==> config.mk <==
export PLATFORM = sky130hd
export DESIGN_NAME = voice_gate_with_preroll_unit
export DESIGN_NICKNAME = d
export VERILOG_FILES = /design/src/vgpre_pkg.sv /design/src/vgpre_ctrl.sv /design/src/vgpre_dpath.sv /design/src/voice_gate_with_preroll_unit.sv
export SDC_FILE = /design/constraint.sdc
export NUM_CORES = 1
export LEC_CHECK = 0
export ABC_CLOCK_PERIOD_IN_PS = 4550
export BUFFER_PORTS_ARGS = -buffer_cell sky130_fd_sc_hd__buf_4
export CORE_ASPECT_RATIO = 1.2
export CORE_MARGIN = 3
export CORE_UTILIZATION = 62
export CTS_BUF_LIST = sky130_fd_sc_hd__clkbuf_8
export DETAILED_ROUTE_END_ITERATION = 16
export PLACE_DENSITY_LB_ADDON = 0.15
export SYNTH_ARGS = -nofsm -noshare
export SYNTH_HDL_FRONTEND = slang
export SYNTH_SLANG_ARGS = --single-unit
==> constraint.sdc <==
create_clock -name clk -period 4.55 [get_ports clk]
set_input_delay 0.91 -clock clk [delete_from_list [all_inputs] [get_ports clk]]
set_output_delay 0.91 -clock clk [all_outputs]
set_load 0.03 [all_outputs]
==> src/vgpre_pkg.sv <==
// Package for the voice gate with pre-roll: beat types, codes, controller state,
// and the command/status structs between controller and datapath. No dependencies.
package vgpre_pkg;

  localparam int DEF_HISTORY_DEPTH = 16;
  localparam int MAX_REPLAY        = 16;
  localparam int REPLAY_W          = 5;   // holds 0..MAX_REPLAY
  localparam int HANDLE_W          = 16;
  localparam int LIMIT_W           = 5;
  localparam int BATCH_W           = 7;
  localparam int RUN_W             = 6;
  localparam int CFG_INDEX_W       = 2;
  localparam int CFG_DATA_W        = 7;

  typedef enum logic [1:0] {
    KIND_CHUNK = 2'd0,
    KIND_BEGIN = 2'd1,
    KIND_END   = 2'd2,
    KIND_BATCH = 2'd3
  } kind_t;

  typedef enum logic [CFG_INDEX_W-1:0] {
    REG_ATTACK_LIMIT   = 2'd0,
    REG_HANGOVER_LIMIT = 2'd1,
    REG_PREROLL_LEN    = 2'd2,
    REG_DOA_BATCH_LEN  = 2'd3
  } cfg_reg_t;

  typedef struct packed {
    logic                is_voice;
    logic [HANDLE_W-1:0] chunk_id;
  } in_beat_t;

  typedef struct packed {
    kind_t               kind;
    logic [HANDLE_W-1:0] chunk_handle;
    logic                last;
  } out_beat_t;

  typedef enum logic [2:0] {
    ST_IDLE,
    ST_START,
    ST_BATCH,
    ST_CHUNK,
    ST_END,
    ST_BEGIN,
    ST_READ,
    ST_REPLAY
  } state_t;

  typedef struct packed {
    logic  accept;      // input beat taken this cycle
    logic  load;        // load output register
    kind_t kind;
    logic  from_ring;   // chunk handle comes from ring read data
    logic  last;
    logic  rd_issue;    // read ring at replay pointer
    logic  rd_advance;  // step replay pointer and count
  } cmd_t;

  typedef struct packed {
    logic was_active;
    logic batch_due;
    logic end_due;
    logic begin_due;
    logic replay_zero;
    logic replay_one;
    logic out_free;
  } status_t;

endpackage

==> src/vgpre_ctrl.sv <==
// Sequencing controller for the voice gate: walks the result list of one input beat.
// Depends on vgpre_pkg.
module vgpre_ctrl (
  input  logic              clk,
  input  logic              rst,
  input  logic              in_valid,
  input  vgpre_pkg::status_t status,
  output logic              in_ready,
  output vgpre_pkg::cmd_t   cmd
);
  import vgpre_pkg::*;

  state_t state, state_next;

  always_ff @(posedge clk) begin
    if (rst) begin
      state <= ST_IDLE;
    end else begin
      state <= state_next;
    end
  end

  always_comb begin
    state_next     = state;
    in_ready       = 1'b0;
    cmd            = '0;
    cmd.kind       = KIND_CHUNK;
    unique case (state)
      ST_IDLE: begin
        in_ready = 1'b1;
        if (in_valid) begin
          cmd.accept = 1'b1;
          state_next = ST_START;
        end
      end
      ST_START: begin
        if (status.was_active) begin
          state_next = status.batch_due ? ST_BATCH : ST_CHUNK;
        end else if (status.begin_due) begin
          state_next = ST_BEGIN;
        end else begin
          state_next = ST_IDLE;
        end
      end
      ST_BATCH: begin
        if (status.out_free) begin
          cmd.load   = 1'b1;
          cmd.kind   = KIND_BATCH;
          state_next = ST_CHUNK;
        end
      end
      ST_CHUNK: begin
        if (status.out_free) begin
          cmd.load   = 1'b1;
          cmd.kind   = KIND_CHUNK;
          cmd.last   = !status.end_due;
          state_next = status.end_due ? ST_END : ST_IDLE;
        end
      end
      ST_END: begin
        if (status.out_free) begin
          cmd.load   = 1'b1;
          cmd.kind   = KIND_END;
          cmd.last   = 1'b1;
          state_next = ST_IDLE;
        end
      end
      ST_BEGIN: begin
        if (status.out_free) begin
          cmd.load   = 1'b1;
          cmd.kind   = KIND_BEGIN;
          cmd.last   = status.replay_zero;
          state_next = status.replay_zero ? ST_IDLE : ST_READ;
        end
      end
      ST_READ: begin
        cmd.rd_issue = 1'b1;
        state_next   = ST_REPLAY;
      end
      ST_REPLAY: begin
        if (status.out_free) begin
          cmd.load       = 1'b1;
          cmd.kind       = KIND_CHUNK;
          cmd.from_ring  = 1'b1;
          cmd.last       = status.replay_one;
          cmd.rd_advance = 1'b1;
          state_next     = status.replay_one ? ST_IDLE : ST_READ;
        end
      end
      default: begin
        state_next = ST_IDLE;
      end
    endcase
  end

endmodule

==> src/vgpre_dpath.sv <==
// Datapath for the voice gate: config registers, counters, history ring,
// replay pointer and output register. Depends on vgpre_pkg.
module vgpre_dpath #(
  parameter int HISTORY_DEPTH = vgpre_pkg::DEF_HISTORY_DEPTH
) (
  input  logic                                clk,
  input  logic                                rst,
  input  vgpre_pkg::cmd_t                     cmd,
  output vgpre_pkg::status_t                  status,
  input  vgpre_pkg::in_beat_t                 in_data,
  output logic                                out_valid,
  input  logic                                out_ready,
  output vgpre_pkg::out_beat_t                out_data,
  input  logic                                cfg_valid,
  input  logic [vgpre_pkg::CFG_INDEX_W-1:0]   cfg_index,
  input  logic [vgpre_pkg::CFG_DATA_W-1:0]    cfg_data
);
  import vgpre_pkg::*;

  localparam int PTR_W  = (HISTORY_DEPTH > 1) ? $clog2(HISTORY_DEPTH) : 1;
  localparam int FILL_W = $clog2(HISTORY_DEPTH + 1);
  localparam int CMP_W  = (FILL_W > REPLAY_W) ? FILL_W : REPLAY_W;
  localparam int SUM_W  = PTR_W + 1;

  // config
  logic [LIMIT_W-1:0] attack_limit, hangover_limit, preroll_len;
  logic [BATCH_W-1:0] doa_batch_len;

  // control state
  logic               active;
  logic [RUN_W-1:0]   run_count;
  logic [BATCH_W-1:0] batch_count;
  logic [FILL_W-1:0]  history_fill;
  logic [PTR_W-1:0]   write_pointer;
  logic               was_active, batch_due, end_due, begin_due;
  logic [REPLAY_W-1:0] remain;
  logic [PTR_W-1:0]   rd_idx;

  // payload
  logic [HANDLE_W-1:0] handle;
  logic [HANDLE_W-1:0] rd_data;
  logic [HANDLE_W-1:0] history_ring [HISTORY_DEPTH];

  // next values at accept
  logic               active_next;
  logic [RUN_W-1:0]   run_count_next, run_inc;
  logic [BATCH_W-1:0] batch_count_next, batch_inc, batch_lim;
  logic               batch_hit, end_hit, begin_hit;
  logic [FILL_W-1:0]  history_fill_next;
  logic [PTR_W-1:0]   write_pointer_next;
  logic [REPLAY_W-1:0] pre_clamp, replay_cnt;
  logic [SUM_W-1:0]   start_sum;
  logic [PTR_W-1:0]   start_idx;

  always_ff @(posedge clk) begin
    if (rst) begin
      attack_limit   <= LIMIT_W'(5);
      hangover_limit <= LIMIT_W'(5);
      preroll_len    <= LIMIT_W'(10);
      doa_batch_len  <= BATCH_W'(20);
    end else if (cfg_valid) begin
      unique case (cfg_reg_t'(cfg_index))
        REG_ATTACK_LIMIT:   attack_limit   <= cfg_data[LIMIT_W-1:0];
        REG_HANGOVER_LIMIT: hangover_limit <= cfg_data[LIMIT_W-1:0];
        REG_PREROLL_LEN:    preroll_len    <= cfg_data[LIMIT_W-1:0];
        REG_DOA_BATCH_LEN:  doa_batch_len  <= cfg_data[BATCH_W-1:0];
        default: begin
        end
      endcase
    end
  end

  always_comb begin
    batch_lim = (doa_batch_len == '0) ? BATCH_W'(1) : doa_batch_len;
    batch_inc = batch_count + BATCH_W'(1);
    batch_hit = (batch_inc >= batch_lim);
    run_inc   = (run_count == {RUN_W{1'b1}}) ? run_count : run_count + RUN_W'(1);

    active_next      = active;
    run_count_next   = run_count;
    batch_count_next = batch_count;
    end_hit          = 1'b0;
    begin_hit        = 1'b0;
    if (active) begin
      batch_count_next = batch_hit ? '0 : batch_inc;
      if (in_data.is_voice) begin
        run_count_next = '0;
      end else begin
        run_count_next = run_inc;
        if (run_inc > RUN_W'(hangover_limit)) begin
          end_hit        = 1'b1;
          active_next    = 1'b0;
          run_count_next = '0;
        end
      end
    end else if (in_data.is_voice) begin
      run_count_next = run_inc;
      if (run_inc > RUN_W'(attack_limit)) begin
        begin_hit      = 1'b1;
        active_next    = 1'b1;
        run_count_next = '0;
      end
    end else begin
      run_count_next = '0;
    end

    history_fill_next = (history_fill < FILL_W'(HISTORY_DEPTH)) ?
                        history_fill + FILL_W'(1) : history_fill;
    write_pointer_next = (write_pointer == PTR_W'(HISTORY_DEPTH - 1)) ?
                         '0 : write_pointer + PTR_W'(1);

    // replay count: min(preroll_len, MAX_REPLAY, handles stored)
    pre_clamp  = (preroll_len > REPLAY_W'(MAX_REPLAY)) ? REPLAY_W'(MAX_REPLAY)
                                                     : REPLAY_W'(preroll_len);
    replay_cnt = (CMP_W'(pre_clamp) > CMP_W'(history_fill_next)) ?
                 REPLAY_W'(history_fill_next) : pre_clamp;

    // oldest replayed slot, modulo depth
    start_sum = SUM_W'(write_pointer_next) + SUM_W'(HISTORY_DEPTH) - SUM_W'(replay_cnt);
    start_idx = (start_sum >= SUM_W'(HISTORY_DEPTH)) ?
                PTR_W'(start_sum - SUM_W'(HISTORY_DEPTH)) : PTR_W'(start_sum);
  end

  always_ff @(posedge clk) begin
    if (rst) begin
      active        <= 1'b0;
      run_count     <= '0;
      batch_count   <= '0;
      history_fill  <= '0;
      write_pointer <= '0;
      was_active    <= 1'b0;
      batch_due     <= 1'b0;
      end_due       <= 1'b0;
      begin_due     <= 1'b0;
      remain        <= '0;
      rd_idx        <= '0;
    end else if (cmd.accept) begin
      active        <= active_next;
      run_count     <= run_count_next;
      batch_count   <= batch_count_next;
      history_fill  <= history_fill_next;
      write_pointer <= write_pointer_next;
      was_active    <= active;
      batch_due     <= active && batch_hit;
      end_due       <= end_hit;
      begin_due     <= begin_hit;
      remain        <= replay_cnt;
      rd_idx        <= start_idx;
    end else if (cmd.rd_advance) begin
      remain <= remain - REPLAY_W'(1);
      rd_idx <= (rd_idx == PTR_W'(HISTORY_DEPTH - 1)) ? '0 : rd_idx + PTR_W'(1);
    end
  end

  // history ring: one write port, one registered read port
  always_ff @(posedge clk) begin
    if (cmd.accept) begin
      history_ring[write_pointer] <= in_data.chunk_id;
      handle                      <= in_data.chunk_id;
    end
    if (cmd.rd_issue) begin
      rd_data <= history_ring[rd_idx];
    end
  end

  // output register
  always_ff @(posedge clk) begin
    if (rst) begin
      out_valid <= 1'b0;
    end else if (cmd.load) begin
      out_valid <= 1'b1;
    end else if (out_ready) begin
      out_valid <= 1'b0;
    end
  end

  always_ff @(posedge clk) begin
    if (cmd.load) begin
      out_data.kind         <= cmd.kind;
      out_data.last         <= cmd.last;
      out_data.chunk_handle <= (cmd.kind != KIND_CHUNK) ? '0 :
                               (cmd.from_ring ? rd_data : handle);
    end
  end

  always_comb begin
    status.was_active  = was_active;
    status.batch_due   = batch_due;
    status.end_due     = end_due;
    status.begin_due   = begin_due;
    status.replay_zero = (remain == '0);
    status.replay_one  = (remain == REPLAY_W'(1));
    status.out_free    = !out_valid || out_ready;
  end

endmodule

==> src/voice_gate_with_preroll_unit.sv <==
// Top level of the voice gate with hangover and pre-roll replay.
// Depends on vgpre_pkg, vgpre_ctrl and vgpre_dpath.
//
//   channel | signals                               | payload
//   --------+---------------------------------------+---------------------------------
//   input   | in_valid / in_ready / in_data         | is_voice, chunk_id
//   output  | out_valid / out_ready / out_data      | kind, chunk_handle, last
//   config  | cfg_valid / cfg_ready / cfg_index/data| register index, write data
//
// One input beat at a time: an accept state and a decode state, then one state
// per tag or live chunk and two per replayed handle (ring read, then output
// load).
// Synchronous reset clears control state; no clearing pass, the ring is only
// read at slots written since reset.
// A stalled output holds the controller in its current result state.
// cfg_ready is always high.
module voice_gate_with_preroll_unit #(
  parameter int HISTORY_DEPTH = vgpre_pkg::DEF_HISTORY_DEPTH
) (
  input  logic                               clk,
  input  logic                               rst,
  input  logic                               in_valid,
  output logic                               in_ready,
  input  vgpre_pkg::in_beat_t                in_data,
  output logic                               out_valid,
  input  logic                               out_ready,
  output vgpre_pkg::out_beat_t               out_data,
  input  logic                               cfg_valid,
  output logic                               cfg_ready,
  input  logic [vgpre_pkg::CFG_INDEX_W-1:0]  cfg_index,
  input  logic [vgpre_pkg::CFG_DATA_W-1:0]   cfg_data
);
  import vgpre_pkg::*;

  cmd_t    cmd;
  status_t status;

  // the user must issue writes only while idle (the block does not enforce it); the port never stalls
  assign cfg_ready = 1'b1;

  // controller: idle and decode states, one state per result kind, plus ring read/replay pair
  vgpre_ctrl u_ctrl (
    .clk      (clk),
    .rst      (rst),
    .in_valid (in_valid),
    .status   (status),
    .in_ready (in_ready),
    .cmd      (cmd)
  );

  // datapath: counters decided at accept, ring, output register
  vgpre_dpath #(
    .HISTORY_DEPTH (HISTORY_DEPTH)
  ) u_dpath (
    .clk       (clk),
    .rst       (rst),
    .cmd       (cmd),
    .status    (status),
    .in_data   (in_data),
    .out_valid (out_valid),
    .out_ready (out_ready),
    .out_data  (out_data),
    .cfg_valid (cfg_valid),
    .cfg_index (cfg_index),
    .cfg_data  (cfg_data)
  );

endmodule

==> metrics, run 1 <==
status completed; Tightest Pin Transition 1.170 ns; largest net degree at the start of global routing 69; highest clock rate 283.5 MHz; Cell Rows 62; Max-Cap Viols 0; post-route ant nets 0; number of vias per cell 6.025; Post-synth EDFFs 307; Num CTS Buffers 57; critical path startpoint category register; Final nets 1119; most common cell after layout, fill and taps aside edfxtp_1; cts repair resizes 0; Synth Area in XOR/XNOR 1.351%; leakage power 5.990 nW; clk root buf clkbuf_8; Post-Syn Instances 967; Mean Syn Cell Area 15.80 sq um; RSZ-0062 raised after global routing false; sequential area share after synthesis 68.46%; first-pass GRT wire length 48820 microns; vias in the first global route 8612; Worst Path Arrival 3.98 ns; H-tree levels 2; pins over their slew limit 0; GRT overflow 0; initial core utilization 63.33%; Final HPWL DP 19460 microns; routability cong. 0.8162; Compound-Gate Fraction of Synth Area 4.971%; DRT Pass-1 Iters 5; Synth Area in Adders 2.907%; final WL 31550 microns; multiplexer area fraction after synthesis 12.41%; Worst EP required 5.00 ns; Slew HR 21.86%; clock sink total 369; Total GRT Usage 24.41%; synthesized cell area 0.01528 sq mm; Most used DFF post-synth edfxtp_1; final setup fails 0; Post-Syn Nets 1032; drt initial violations 618; area grow syn2layout 13.32%; Clk pin slew, worst setup/hold paths 0.06 ns; DIE AREA 0.02657 sq mm; Final TNS setup 0 ns; Antenna diodes 0; worst-skew pair later-pin latency 0.58 ns; Power Density 421.8 mW/mm^2; FFs w/ async S/R, synth 0%; Core Region 0.02413 sq mm; initial antenna violation count 0; most frequent cells in the layout edfxtp_1, nand2_1, mux4_2; #FFs+latches synth 369; share of cells above drive strength 1 23.84%; final instance area 0.01732 sq mm; total number of vias 8526; crit path max fanout 7; die height 178.0 microns; DP Worst Slack 1.079 ns; Hold WC Path Type reg -> reg; endpoints failing hold 0; Final WS setup 1.022 ns; Peak VDD IR 0.0003478 V; CTS tree yes; routed len/inst 22.30 microns; Total Power 7.304 mW; yosys warns 0; DRC viols 0; main combinational cell family by area after synthesis multiplexers; Post-Synth Simple-Gate Area 7.779%; chip width 149.3 microns; Final period util 77.54%; num ports 53; Synth cell types 66; # hold bufs at CTS 0; Clock Path Buffers 3; crit path kind reg -> reg; IO buf count 51; crit path time final 3.528 ns; Area after DPL 0.01614 sq mm; Layout Skew 0.02118 ns; crit end category register; post-CTS setup buffers 0
[where the power goes]
| part | internal [mW] | leakage [nW] | switching, mW |
|---|---|---|---|
| Combinational | 0.327 | 2.05 | 0.319 |
| Clock | 1.63 | 0.650 | 1.22 |
| Sequential | 3.73 | 3.29 | 0.0779 |
| Total | 5.69 | 5.99 | 1.62 |
[flip-flops by register name, indices dropped and copies added, names as in the netlist]
register / flops
u_dpath.rd_data: 16
u_ctrl.state: 3
u_dpath.batch_count: 7
u_dpath.hangover_limit: 5
u_dpath.write_pointer: 4
u_dpath.doa_batch_len: 7
u_dpath.preroll_len: 5
u_dpath.end_due: 1
u_dpath.handle: 16
u_dpath.remain: 5
u_dpath.active: 1
u_dpath.rd_idx: 4
u_dpath.out_data: 19
u_dpath.out_valid: 1
u_dpath.batch_due: 1
u_dpath.history_fill: 5
u_dpath.attack_limit: 5
u_dpath.history_ring: 256
u_dpath.begin_due: 1
u_dpath.was_active: 1
u_dpath.run_count: 6
[cell type report]
cell class,count,area (sq um)
Timing Repair Buffer,75,588.1
Sequential cell,369,10470
Multi-Input combinational cell,517,4556
Tap cell,320,400.4
Clock buffer,61,839.6
Fill cell,1575,6810
Inverter,34,127.6
Clock inverter,39,339.1
[synthesized netlist by cell type (all sizes together), types with 3 or more instances]
cell,n,share of area [%]
a211o,7,0.40
a211oi,6,0.36
a21o,4,0.20
a21oi,51,1.7
a31oi,5,0.20
and2,6,0.25
and3,6,0.25
buf,14,0.46
clkbuf,33,0.81
dfxtp,62,8.1
edfxtp,307,60
ha,33,2.7
inv,34,0.84
mux2i,9,0.61
mux4,80,12
nand2,83,2.0
nand2b,9,0.37
nand3,7,0.23
nand3b,8,0.39
nand4,4,0.16
nor2,74,1.8
nor2b,11,0.52
nor3,15,0.49
nor3b,4,0.20
nor4,5,0.25
nor4b,3,0.17
o21a,4,0.20
o21ai,25,0.84
o22ai,4,0.16
or3,5,0.24
xnor2,12,0.69
xor2,9,0.52
[logic make-up after synthesis]
group / Yosys count
simple gates: 248
flops: 369
xor+xnor: 22
compound gates: 122
mux: 89
buf+inv: 81
other cells: 1
fa+ha+maj: 35
[worst max-delay path, cell delays in order (launching register included)]
cell	delay (ns)
dfxtp_1	0.39
nand4b_1	0.26
xor2_1	0.20
ha_1	0.29
nand2_1	0.07
inv_1	0.11
nand2_1	0.06
nor3_1	0.59
nor2_1	0.11
mux2i_1	0.16
inv_1	0.07
ha_1	0.13
inv_1	0.05
fa_1	0.37
xnor2_1	0.13
a2111oi_0	0.40
[path summary, 6_finish.rpt]
path	end	start	cells past startpoint	slack [ns]
setup reg to reg	u_dpath.rd_idx[2]$_SDFFE_PP0P_	u_dpath.history_fill[4]$_SDFFE_PP0P_	15	1.02
hold reg to reg	u_dpath.batch_count[1]$_SDFFE_PP0P_	u_dpath.batch_count[1]$_SDFFE_PP0P_	2	0.47
hold / removal	u_dpath.batch_count[1]$_SDFFE_PP0P_	u_dpath.batch_count[1]$_SDFFE_PP0P_	2	0.47
setup / recovery	u_dpath.rd_idx[2]$_SDFFE_PP0P_	u_dpath.history_fill[4]$_SDFFE_PP0P_	15	1.02
[through the flow]
stage          std cells  util (%)  hold WS [ns]
6_report            1415     71.77        0.4698
5_1_grt             1415     71.77        0.4934
4_1_cts             1415     71.77        0.4693
3_5_place_dp        1315     66.89        0.4556
3_3_place_gp        1315     66.89        0.4533
2_1_floorplan        967         -        0.4273
[metal layers]
layer / wire length (microns) / track usage, %
met1: 12510 / 32.84
met2: 16330 / 41.99
met3: 2193 / 4.422
met4: 518 / 6.143
met5: 0 / 0
(Power assumes the default switching activity.)
==> run 2, diff against run 1 <==
Settings changed: ABC_AREA from default to 1, ABC_CLOCK_PERIOD_IN_PS 4550 to 3400.
Clock period 4.55 ns to 3.4 ns, I/O delays scaled along.
==> run 2 against run 1 <==
Combinational power grew 81%. Worst setup slack lost 0.78 ns. Register-to-register slack lost 0.78 ns. Synthesized cell count grew 36%. Critical path depth grew 5. Via count grew 23%. Utilization grew 0.36 points. Largest cell class unchanged.
==> metrics, run 2 <==
status completed; area of the multi-input gates 0.004513 sq mm; clock sink total 369; top flop regs u_dpath.history_ring (256), u_dpath.out_data (19); Slew HR 40.20%; critical path's top delay family adder cells; DP Worst Slack 0.1495 ns; Tightest Pin Transition 0.8960 ns; share of cells above drive strength 1 14.98%; Clk pin slew, worst setup/hold paths 0.06 ns; Antenna diodes 0; highest clock rate 316.6 MHz; DIE AREA 0.02690 sq mm; CTS tree yes; crit path time final 3.158 ns; post-route ant nets 0; worst-skew pair later-pin latency 0.60 ns; max reg flops 256; yosys warns 0; ranking of synthesized cells by area edfxtp_1, dfxtp_1, nor2_1; Total GRT Usage 27.42%; die height 179.1 microns; Power Density 547.2 mW/mm^2; largest net degree at the start of global routing 131; Clock Path Buffers 3; Final HPWL DP 22110 microns; total number of vias 10523; most frequent cells in the layout edfxtp_1, nor2_1, nand2_1; P_sw 2.482 mW; DRT Pass-1 Iters 5; area grow syn2layout 13.20%; slowest CP cell fa_1; Max-Cap Viols 0; #FFs+latches synth 369; Int Pwr 7.101 mW; register area 0.01047 sq mm; Layout Skew 0.01744 ns; power share of the combinational group 12.3%; initial core utilization 63.72%; Num CTS Buffers 56; crit path kind reg -> reg; number of vias per cell 5.996; crit path max fanout 7; first-pass GRT wire length 56320 microns; most frequent cells after synthesis edfxtp_1, nor2_1, nand2_1; Hold WC Path Type in -> reg; Post-synth EDFFs 307; final instance area 0.01751 sq mm; CP cell instances inv_4, nand4_1, xor2_2, inv_1, ha_1, nand2_1, inv_1, nand2_1, inv_1, a21oi_2, nand2_2, nand2_4, nor2_2, a21oi_2, ha_1, inv_1, fa_1, xor2_1, o21ai_0, a221oi_1; chip width 150.2 microns; final setup fails 0; clk root buf clkbuf_8; most common cell after layout, fill and taps aside edfxtp_1; Core Region 0.02428 sq mm; sequential area share after synthesis 67.60%; Final nets 1459; routability cong. 0.9102; Switching Share 25.90%; Peak VDD IR 0.0003915 V; final WL 36320 microns; Worst Path Arrival 3.66 ns; Most used DFF post-synth edfxtp_1; endpoints failing hold 0; Worst EP required 3.90 ns; drt initial violations 1063; Buf/Inv on CP 5; critical path startpoint category register; leakage power 6.221 nW; DRC viols 0; Yosys top cell by area edfxtp_1; Post-Syn Nets 1380; Mean Syn Cell Area 11.77 sq um; Biggest register u_dpath.history_ring; FFs w/ async S/R, synth 0%; pins over their slew limit 0; IO buf count 51; crit end category register; Final period util 92.89%; Synth cell types 48; Post-Syn Instances 1315; Worst path max stage delay 0.37 ns; sequential share of power 53.4%; Fillers 1718; cell mode on critical path inv_1; H-tree levels 2; num ports 53; synthesized cell area 0.01547 sq mm; Area after DPL 0.01645 sq mm; Final WS setup 0.2419 ns; most frequent cell after synthesis edfxtp_1; Core Util, Final 72.13%; GRT overflow 0; clock share of power 34.3%; Yosys top cell area share 59.58%; routed len/inst 20.70 microns; initial antenna violation count 1; vias in the first global route 10250; Cell Rows 62
## run 2: changes by cell type after synthesis, moves of 10 or more
cell,delta
a21oi_1,+19
buf_2,+13
clkbuf_1,+11
inv_1,+39
mux2i_1,+19
mux4_2,-80
nand2_1,+79
nand3_1,+55
nor2_1,+110
nor3_1,-10
o21ai_0,+85
o221ai_1,+27
o32ai_1,+36
## run 2: cells by family (layout without fill, tap and decap cells)
family          count (synthesis)  in the layout  share of synthesized area (%)
other cells                     1              1                        0.02424
xor+xnor                       15             15                         0.8491
simple gates                  446            446                          12.12
fa+ha+maj                      34             34                          2.798
mux                            28             28                          1.820
compound gates                275            275                          11.02
buf+inv                       147            267                          3.760
flops                         369            369                          67.60
## run 2: cell type report
| cell class | instances | area share (%) |
|---|---|---|
| clock buffer | 62 | 4.872 |
| clock inverter | 37 | 0.8716 |
| inverter | 81 | 1.750 |
| multi-input combinational | 799 | 25.77 |
| sequential | 369 | 59.79 |
| tap | 320 | 2.286 |
| timing repair buffer | 87 | 4.658 |
## run 2: worst register-to-register path, cell delays in order, from the launching register on
cell      delay [ns]
dfxtp_2         0.35
inv_4           0.08
nand4_1         0.13
xor2_2          0.23
inv_1           0.09
ha_1            0.30
nand2_1         0.06
inv_1           0.05
nand2_1         0.07
inv_1           0.05
a21oi_2         0.12
nand2_2         0.09
nand2_4         0.12
nor2_2          0.04
a21oi_2         0.13
ha_1            0.18
inv_1           0.05
fa_1            0.37
xor2_1          0.17
o21ai_0         0.12
a221oi_1        0.24
## run 2: stage by stage
stage               setup TNS, ns  instances  hold slack, ns  power (mW)
floorplan                       0       1315          0.4290       5.962
detailed placement              0       1654          0.4597       6.354
CTS                             0       1753          0.3144       9.604
global route             -0.02654       1755          0.3286       9.970
finish                          0       1755          0.3418       9.584
global placement                0       1654          0.4516       6.312
## run 2: what timing repair did
item,in CTS,in global routing
hold buffers,0,0
resized for setup,0,11
buffers inserted,0,2
setup endpoints to repair,0,2
hold endpoints to repair,0,0
## run 2: path summary, 6_finish.rpt
path                                                          endpoint                                 start  slack [ns]  cells after the start
worst max-delay path                    u_dpath.rd_idx[2]$_SDFFE_PP0P_  u_dpath.history_fill[4]$_SDFFE_PP0P_        0.24                     20
worst min-delay path            u_dpath.hangover_limit[0]$_SDFFE_PP1P_                           cfg_data[0]        0.34                      3
worst max register to register          u_dpath.rd_idx[2]$_SDFFE_PP0P_  u_dpath.history_fill[4]$_SDFFE_PP0P_        0.24                     20
worst min register to register    u_dpath.attack_limit[4]$_SDFFE_PP0P_  u_dpath.attack_limit[4]$_SDFFE_PP0P_        0.46                      2
## run 2: per-layer routing
layer | share of wire (%) | GRT usage (%) | routed length (microns)
met1 | 40 | 34.79 | 14480
met2 | 51 | 47.36 | 18540
met3 | 6.0 | 4.753 | 2171
met4 | 3.1 | 10.49 | 1114
met5 | 0.036 | 0 | 13
## run 2: power by group through the flow
stage | registers [mW] | clock network (mW) | logic, mW
floorplan | 5.15 | 0 | 0.809
global placement | 5.20 | 0 | 1.11
detailed placement | 5.21 | 0 | 1.15
CTS | 5.11 | 3.33 | 1.15
global route | 5.13 | 3.54 | 1.30
finish | 5.12 | 3.29 | 1.17
==> run 3, diff against run 2 <==
Settings changed: ABC_CLOCK_PERIOD_IN_PS 3400 to 2500, CORE_UTILIZATION 62 to 58, GPL_TIMING_DRIVEN from default to 0.
Clock period 3.4 ns to 2.5 ns, I/O delays scaled along.
==> run 3 against run 2 <==
The flow now finishes with violations (negative setup slack). First-iteration DRC count is 3.1% higher. Count of clock-buffer cells in the layout shrank 4. Final area up 3.9%. Largest cell class unchanged. Largest power group unchanged. Utilization decreased by 1.8 points. Clock power up 37%. Clock skew is 0.0066 ns higher. Non-clock buffer count grew 68.
==> metrics, run 3 (same netlist as run 2, synthesis figures left out) <==
status complete, but fails checks; failing checks negative setup slack; Final WS setup -0.6173 ns; post-route ant nets 0; endpoints failing hold 0; sequential share of power 51.1%; Peak VDD IR 0.0005115 V; num ports 53; clk root buf clkbuf_8; Total Power 13.49 mW; Hold WC Path Type in -> reg; Final TNS setup -42.19 ns; Hold Worst Slack 0.1663 ns; crit path max fanout 8; clock sink total 369; Antenna diodes 0; Cell Rows 64; # hold bufs at CTS 0; top flop regs u_dpath.history_ring (256), u_dpath.out_data (19); Int Pwr 9.755 mW; DRC viols 0; total number of vias 11100; max reg flops 256; routed len/inst 21.69 microns; critical path startpoint category register; initial core utilization 59.82%; Layout Skew 0.02406 ns; worst reg2reg path endpoint u_dpath.rd_idx[3]$_SDFFE_PP0P_; initial antenna violation count 0; Final HPWL DP 25910 microns; worst-skew pair later-pin latency 0.61 ns; Switching Share 27.70%; largest net degree at the start of global routing 26; Final nets 1527; power share of the combinational group 15.4%; DP Worst Slack -0.7657 ns; flop2flop setup slack -0.62 ns; Final period util 124.7%; final setup fails 137; Worst Setup SP u_dpath.history_fill[2]$_SDFFE_PP0P_; P_sw 3.738 mW; Biggest register u_dpath.history_ring; DIE AREA 0.02868 sq mm; crit path kind reg -> reg; routability cong. 0.8872; final WL 39880 microns; Core Region 0.02586 sq mm; Clock Path Buffers 3; drt initial violations 1096; Num CTS Buffers 56; most frequent cells in the layout edfxtp_1, nor2_1, nand2_1; pins over their slew limit 0; Max-Cap Viols 0; worst r2r src u_dpath.history_fill[2]$_SDFFE_PP0P_; DRT Pass-1 Iters 5; highest clock rate 320.8 MHz; Worst Path Arrival 3.66 ns; crit path time final 3.117 ns; Slew HR 30.93%; number of vias per cell 6.036; GRT overflow 0; H-tree levels 2; die height 184.9 microns; RSZ-0062 raised after global routing true; worst setup path endpoint u_dpath.rd_idx[3]$_SDFFE_PP0P_; Power Density 741.3 mW/mm^2; R2R depth 22; Tightest Pin Transition 1.035 ns; placed insts 1700; IO buf count 51; crit end category register; vias in the first global route 10998; first-pass GRT wire length 60480 microns; Clk pin slew, worst setup/hold paths 0.07 ns; CTS tree yes; Total GRT Usage 27.49%; Worst EP required 3.04 ns; area grow syn2layout 17.64%; non-filler cells, final 1839; most common cell after layout, fill and taps aside edfxtp_1; clock share of power 33.5%; chip width 155.1 microns; leakage power 6.450 nW; share of cells above drive strength 1 19.15%
## run 3: metal layers
metal	track usage [%]	vias up	routed length, microns
met5	0	-	0
met4	14.13	0	2072
met3	3.552	137	3134
met2	46.82	567	19610
met1	34.72	5347	15070
li1	-	5049	-
## run 3: worst min-delay path by stage
stage,cells after the start,slack (ns),start,end
finish,3,0.17,cfg_data[2],u_dpath.hangover_limit[2]$_SDFFE_PP1P_
global route,3,0.16,cfg_data[2],u_dpath.hangover_limit[2]$_SDFFE_PP1P_
CTS,3,0.14,cfg_data[2],u_dpath.hangover_limit[2]$_SDFFE_PP1P_
detailed placement,2,0.46,u_dpath.run_count[4]$_SDFFE_PP0P_,u_dpath.run_count[4]$_SDFFE_PP0P_
global placement,2,0.45,u_dpath.attack_limit[3]$_SDFFE_PP0P_,u_dpath.attack_limit[3]$_SDFFE_PP0P_
floorplan,2,0.43,u_dpath.doa_batch_len[0]$_SDFFE_PP0P_,u_dpath.doa_batch_len[0]$_SDFFE_PP0P_
## run 3: power groups by stage
stage,Combinational (mW),Clock (mW),Sequential (mW)
finish,2.08,4.51,6.89
global route,2.24,4.83,6.90
CTS,1.96,4.58,6.89
detailed placement,1.82,0,7.02
global placement,1.79,0,7.02
floorplan,1.12,0,7.01
## run 3: timing repair
item / CTS / global route
resized for setup: 65 / 35
setup endpoints to repair: 140 / 238
buffers inserted: 28 / 6
pin swaps: 42 / 29
## run 3: final cells by class
class                   instances  area (sq um)
repair buffers                 89         794.5
flip-flops and latches        369         10480
clock buffers                  58         798.3
plain buffers                  66         279.0
inverters                      81         306.5
fillers                      1850          7664
well taps                     330         412.9
clock inverters                47         215.2
multi-input cells             799          4916
## run 3: through the flow
stage / instance area [sq um] / utilization, %
3_5_place_dp: 16400 / 63.40
3_3_place_gp: 16320 / 63.11
4_1_cts: 18000 / 69.61
6_report: 18200 / 70.37
5_1_grt: 18200 / 70.37
2_1_floorplan: 15530 / -
## run 3: critical path, cell delays in order (launching register included)
cell,delay [ns]
dfxtp_4,0.36
nand4_1,0.13
xor2_1,0.20
inv_1,0.11
ha_1,0.30
nand2_1,0.09
inv_2,0.05
nand2_2,0.06
inv_2,0.05
a21oi_4,0.16
nand2_4,0.09
nand2_8,0.14
nor2_4,0.06
a21oi_4,0.17
ha_4,0.24
nand2_2,0.06
nor2_2,0.04
a211oi_2,0.19
xnor2_1,0.18
inv_1,0.08
nand3_2,0.07
nand3_2,0.10
a21oi_2,0.14
